--- config.mk ---
export PLATFORM = sky130hd
export DESIGN_NAME = mtf_cell
export DESIGN_NICKNAME = d
export VERILOG_FILES = /design/src/rtl/core/mtf_pkg.sv /design/src/rtl/core/mtf_cell.sv
export SDC_FILE = /design/constraint.sdc
export NUM_CORES = 1
export LEC_CHECK = 0
export ABC_AREA = 1
export CAP_MARGIN = 20
export CORE_UTILIZATION = 61
export CTS_CLUSTER_SIZE = 8
export DETAILED_ROUTE_END_ITERATION = 8
export DONT_BUFFER_PORTS = 1
export PLACE_DENSITY_LB_ADDON = 0.3
export REMOVE_ABC_BUFFERS = 1
export SLEW_MARGIN = 20
export SYNTH_ARGS = -nofsm -noshare
export SYNTH_HDL_FRONTEND = slang
export SYNTH_SLANG_ARGS = --single-unit
--- constraint.sdc ---
create_clock -name clk -period 2.1 [get_ports clk]
set_clock_uncertainty 0.15 [all_clocks]
set_input_delay 0.42 -clock clk [delete_from_list [all_inputs] [get_ports clk]]
set_output_delay 0.42 -clock clk [all_outputs]
set_load 0.01 [all_outputs]
--- src/rtl/core/mtf_pkg.sv ---
// Shared types and constants of the move-to-front codec.
// Holds the alphabet size, the field widths and the token that walks the cell chain.
// No dependencies.
package mtf_pkg;

  localparam int ALPHABET_SIZE = 256;
  localparam int SYM_W         = 8;
  localparam int IDX_W         = (ALPHABET_SIZE > 2) ? $clog2(ALPHABET_SIZE) : 1;

  typedef struct packed {
    logic             valid;
    logic             write;
    logic             hit;
    logic [SYM_W-1:0] key;
    logic [SYM_W-1:0] carry;
    logic [IDX_W-1:0] rank;
  } mtf_tok_t;

endpackage

--- src/rtl/core/mtf_cell.sv ---
// One entry of the recency list, holding a byte and the token stage next to it.
// Depends on mtf_pkg for the token type and widths.
module mtf_cell (
  input  logic                    clk,
  input  logic                    rst,
  input  logic                    load_identity,
  input  logic [mtf_pkg::IDX_W-1:0] index,
  input  mtf_pkg::mtf_tok_t       tok_in,
  output mtf_pkg::mtf_tok_t       tok_out
);

  logic [mtf_pkg::SYM_W-1:0] entry;
  logic [mtf_pkg::SYM_W-1:0] entry_next;
  mtf_pkg::mtf_tok_t         tok_next;

  always_comb begin
    entry_next = entry;
    tok_next   = tok_in;
    if (tok_in.valid && !tok_in.hit) begin
      if (tok_in.write) begin
        // take the displaced byte, pass ours on until the key is met
        entry_next = tok_in.carry;
        if (entry == tok_in.key) begin
          tok_next.hit  = 1'b1;
          tok_next.rank = index;
        end else begin
          tok_next.carry = entry;
        end
      end else if (index == tok_in.key[mtf_pkg::IDX_W-1:0]) begin
        tok_next.hit   = 1'b1;
        tok_next.carry = entry;
      end
    end
  end

  always_ff @(posedge clk) begin
    if (rst || load_identity) begin
      entry <= mtf_pkg::SYM_W'(index);
    end else begin
      entry <= entry_next;
    end
    if (rst) begin
      tok_out <= '0;
    end else begin
      tok_out <= tok_next;
    end
  end

endmodule

==> results_dict.tcl <==
set metrics [dict create \
    status "complete, no violations" \
    hp-start "tok_in[17]" \
    setup_viol 0 \
    min_period_ps 1720 \
    area_delta_synth_final_pct 4.38 \
    synth_top_area_share 0.320 \
    dp_hpwl_mm 2.55 \
    ys.flop_type "dfxtp_1" \
    power.total_uw 1280 \
    start_util 0.663 \
    grt_pass1_vias 1183 \
    synth.distinct_cells 23 \
    vias 1299 \
    synthMuxAreaShare 0.0134 \
    postCtsHoldBufs 1 \
    maxCapViolCount 0 \
    min_path_type "primary input to flip-flop" \
    reg2regPathDepth 11 \
    whs_ps 36.9 \
    path_class "flip-flop to flip-flop" \
    leakage_uw 0.000866 \
    cts_root_buffer "clkbuf_4" \
    num_io_pins 65 \
    synth_fa_ha_area_frac 0 \
    routabilityCongestion 0.873 \
    critPathTopFamily "simple AND/OR/NAND/NOR gates" \
    drc_errors 0 \
    ys_seq_area_frac 0.463 \
    crit_start "entry[7]$_DFFE_PP_" \
    clock_latency_ps 340 \
    h-tree-depth 2 \
    drive_gt1_frac 0.156 \
    wl_per_cell_um 13.1 \
    grt_pass1_wl_mm 5.09 \
    coreArea_um2 2540 \
    finalNetCount 263 \
    cp-end-kind "flip-flop" \
    preCtsSetupSlack_ps 298 \
    slowest_delay_ps 410 \
    grt_max_degree 18 \
    portBuffers 0 \
    rsz0062_at_grt "false" \
    rows 18 \
    synth-simple-area-share 0.244 \
    worstMarginPinSlew_ps 509 \
    synth-compound-area-share 0.129 \
    drt_iter0_drc 21 \
    ant_nets 0 \
    avgViaCountPerCell 5.09 \
    gr-total-overflow 0 \
    cts_tree "done" \
    drv_slew 0 \
    power.density_nw_per_um2 725 \
    crit_chain "inv_1 > nand2_1 > nand2_1 > nand2_1 > nor2_4 > nand3_4 > nand2_1 > inv_1 > nand2_1 > nand2_1 > nor2_1" \
    fp.dieH_um 54.6 \
    crit_path_start_kind "flip-flop" \
    critPathSlowestCell "edfxtp_1" \
    fin_crit_sh 0.818 \
    ctsResizeCount 0 \
    cts_buffers 5 \
    r2r_slack_ps 380 \
    final_util 0.692 \
    crit_required_ps 2230 \
    ys_ff_latch 35 \
    die_w_um 54.6 \
    slew_headroom 0.660 \
    irDropWorstVdd_mv 0.581 \
    min_to "tok_out[17]$_SDFF_PP0_" \
    cp_num_buf_inv 2 \
    synth_xor_area_frac 0.0312 \
    clockBufferDepth 2 \
    synthCells 220 \
    final_common_cell "nand2_1" \
    synth_edf_count 8 \
    setup_tns_ps 0 \
    r2r-start "entry[7]$_DFFE_PP_" \
    gr-usage-all-layers 0.255 \
    totalWireLength_mm 3.35 \
    synthTopCellsByArea "dfxtp_1, edfxtp_1, nand2_1" \
    synth.cell_area_um2 1690 \
    ys_warn_count 0 \
    worst_slack_ps 381 \
    synth_area_per_cell_um2 7.67 \
    max_freq_mhz 582 \
    dieArea_um2 2980 \
    cpMostUsedCell "nand2_1" \
    layout_common_cells "nand2_1, inv_1, dfxtp_1" \
    clock_sinks 35 \
    cp.arrival_ps 1840 \
    antennaDiodeCount 0 \
    hold_violations 0 \
    cts_setup_buffers 0 \
    first_pass_iters 4 \
    synth_area_leader_cell "dfxtp_1" \
    path_clk_slew_ps 100 \
    antenna_found_initial 0 \
    synth-async-reset-ratio 0 \
    holdPathStages 2 \
    synth_top_family_by_area "simple AND/OR/NAND/NOR gates" \
    reg2reg_to "tok_out[12]$_SDFF_PP0_" \
    cp_max_fo 16 \
]
==> synthesized netlist by cell type (2+ instances only) <==
library cell	instances
dfxtp_1	27
inv_2	6
mux2_2	2
nor2_1	22
nor2_2	2
a21oi_1	9
nand2_2	3
xnor2_1	6
clkbuf_1	2
a21oi_2	9
nor2_4	2
o21ai_0	13
edfxtp_1	8
o21ai_1	2
nand3_2	2
nand2_1	62
buf_2	2
inv_1	36
==> worst max path at each step <==
stage	endpoint	slack, ps	depth (start not counted)
global route	tok_out[0]$_SDFF_PP0_	160	8
floorplan	entry[0]$_DFFE_PP_	220	2
finish	tok_out[12]$_SDFF_PP0_	380	11
global placement	tok_out[15]$_SDFF_PP0_	350	8
CTS	tok_out[12]$_SDFF_PP0_	370	11
detailed placement	tok_out[11]$_SDFF_PP0_	300	8
==> flip-flops by register name, summed over array words and instances (netlist names) <==
name     cells
entry        8
tok_out     27
==> metrics by stage <==
step                area [um^2]  instances
finish                     1760        255
CTS                        1750        254
global route               1760        255
global placement           1700        246
floorplan                  1640        214
detailed placement         1700        246
==> power breakdown <==
part	switching [uW]	total, uW	internal, uW	leakage (uW)
clock network	201	327	126	0.0000254
logic	101	172	70.8	0.000533
registers	35.9	777	741	0.000308
==> area by class of cell <==
| cell class | instances | area [um^2] |
|---|---|---|
| flip-flops and latches | 35 | 781 |
| fillers | 227 | 785 |
| clock buffers | 7 | 45.0 |
| well taps | 30 | 37.5 |
| repair buffers | 4 | 35.0 |
| inverters | 42 | 158 |
| multi-input cells | 137 | 704 |
==> per-layer routing <==
metal	share of wire	vias up	global-route usage
met2	0.48	57	0.402
li1	-	673	-
met1	0.42	560	0.300
met4	0.025	0	0.145
met5	0	-	0
met3	0.080	9	0.0861
==> cells by family (layout without fill, tap and decap cells) <==
kind of cell              after synthesis  count (layout)
AOI/OAI and AO/OA                      34              34
xor gates and xnor gates                6               6
buffers and inverters                  48              53
DFF                                    35              35
muxes                                   2               2
and+or+nand+nor                        95              95
Power figures use the tool's default switching activity.
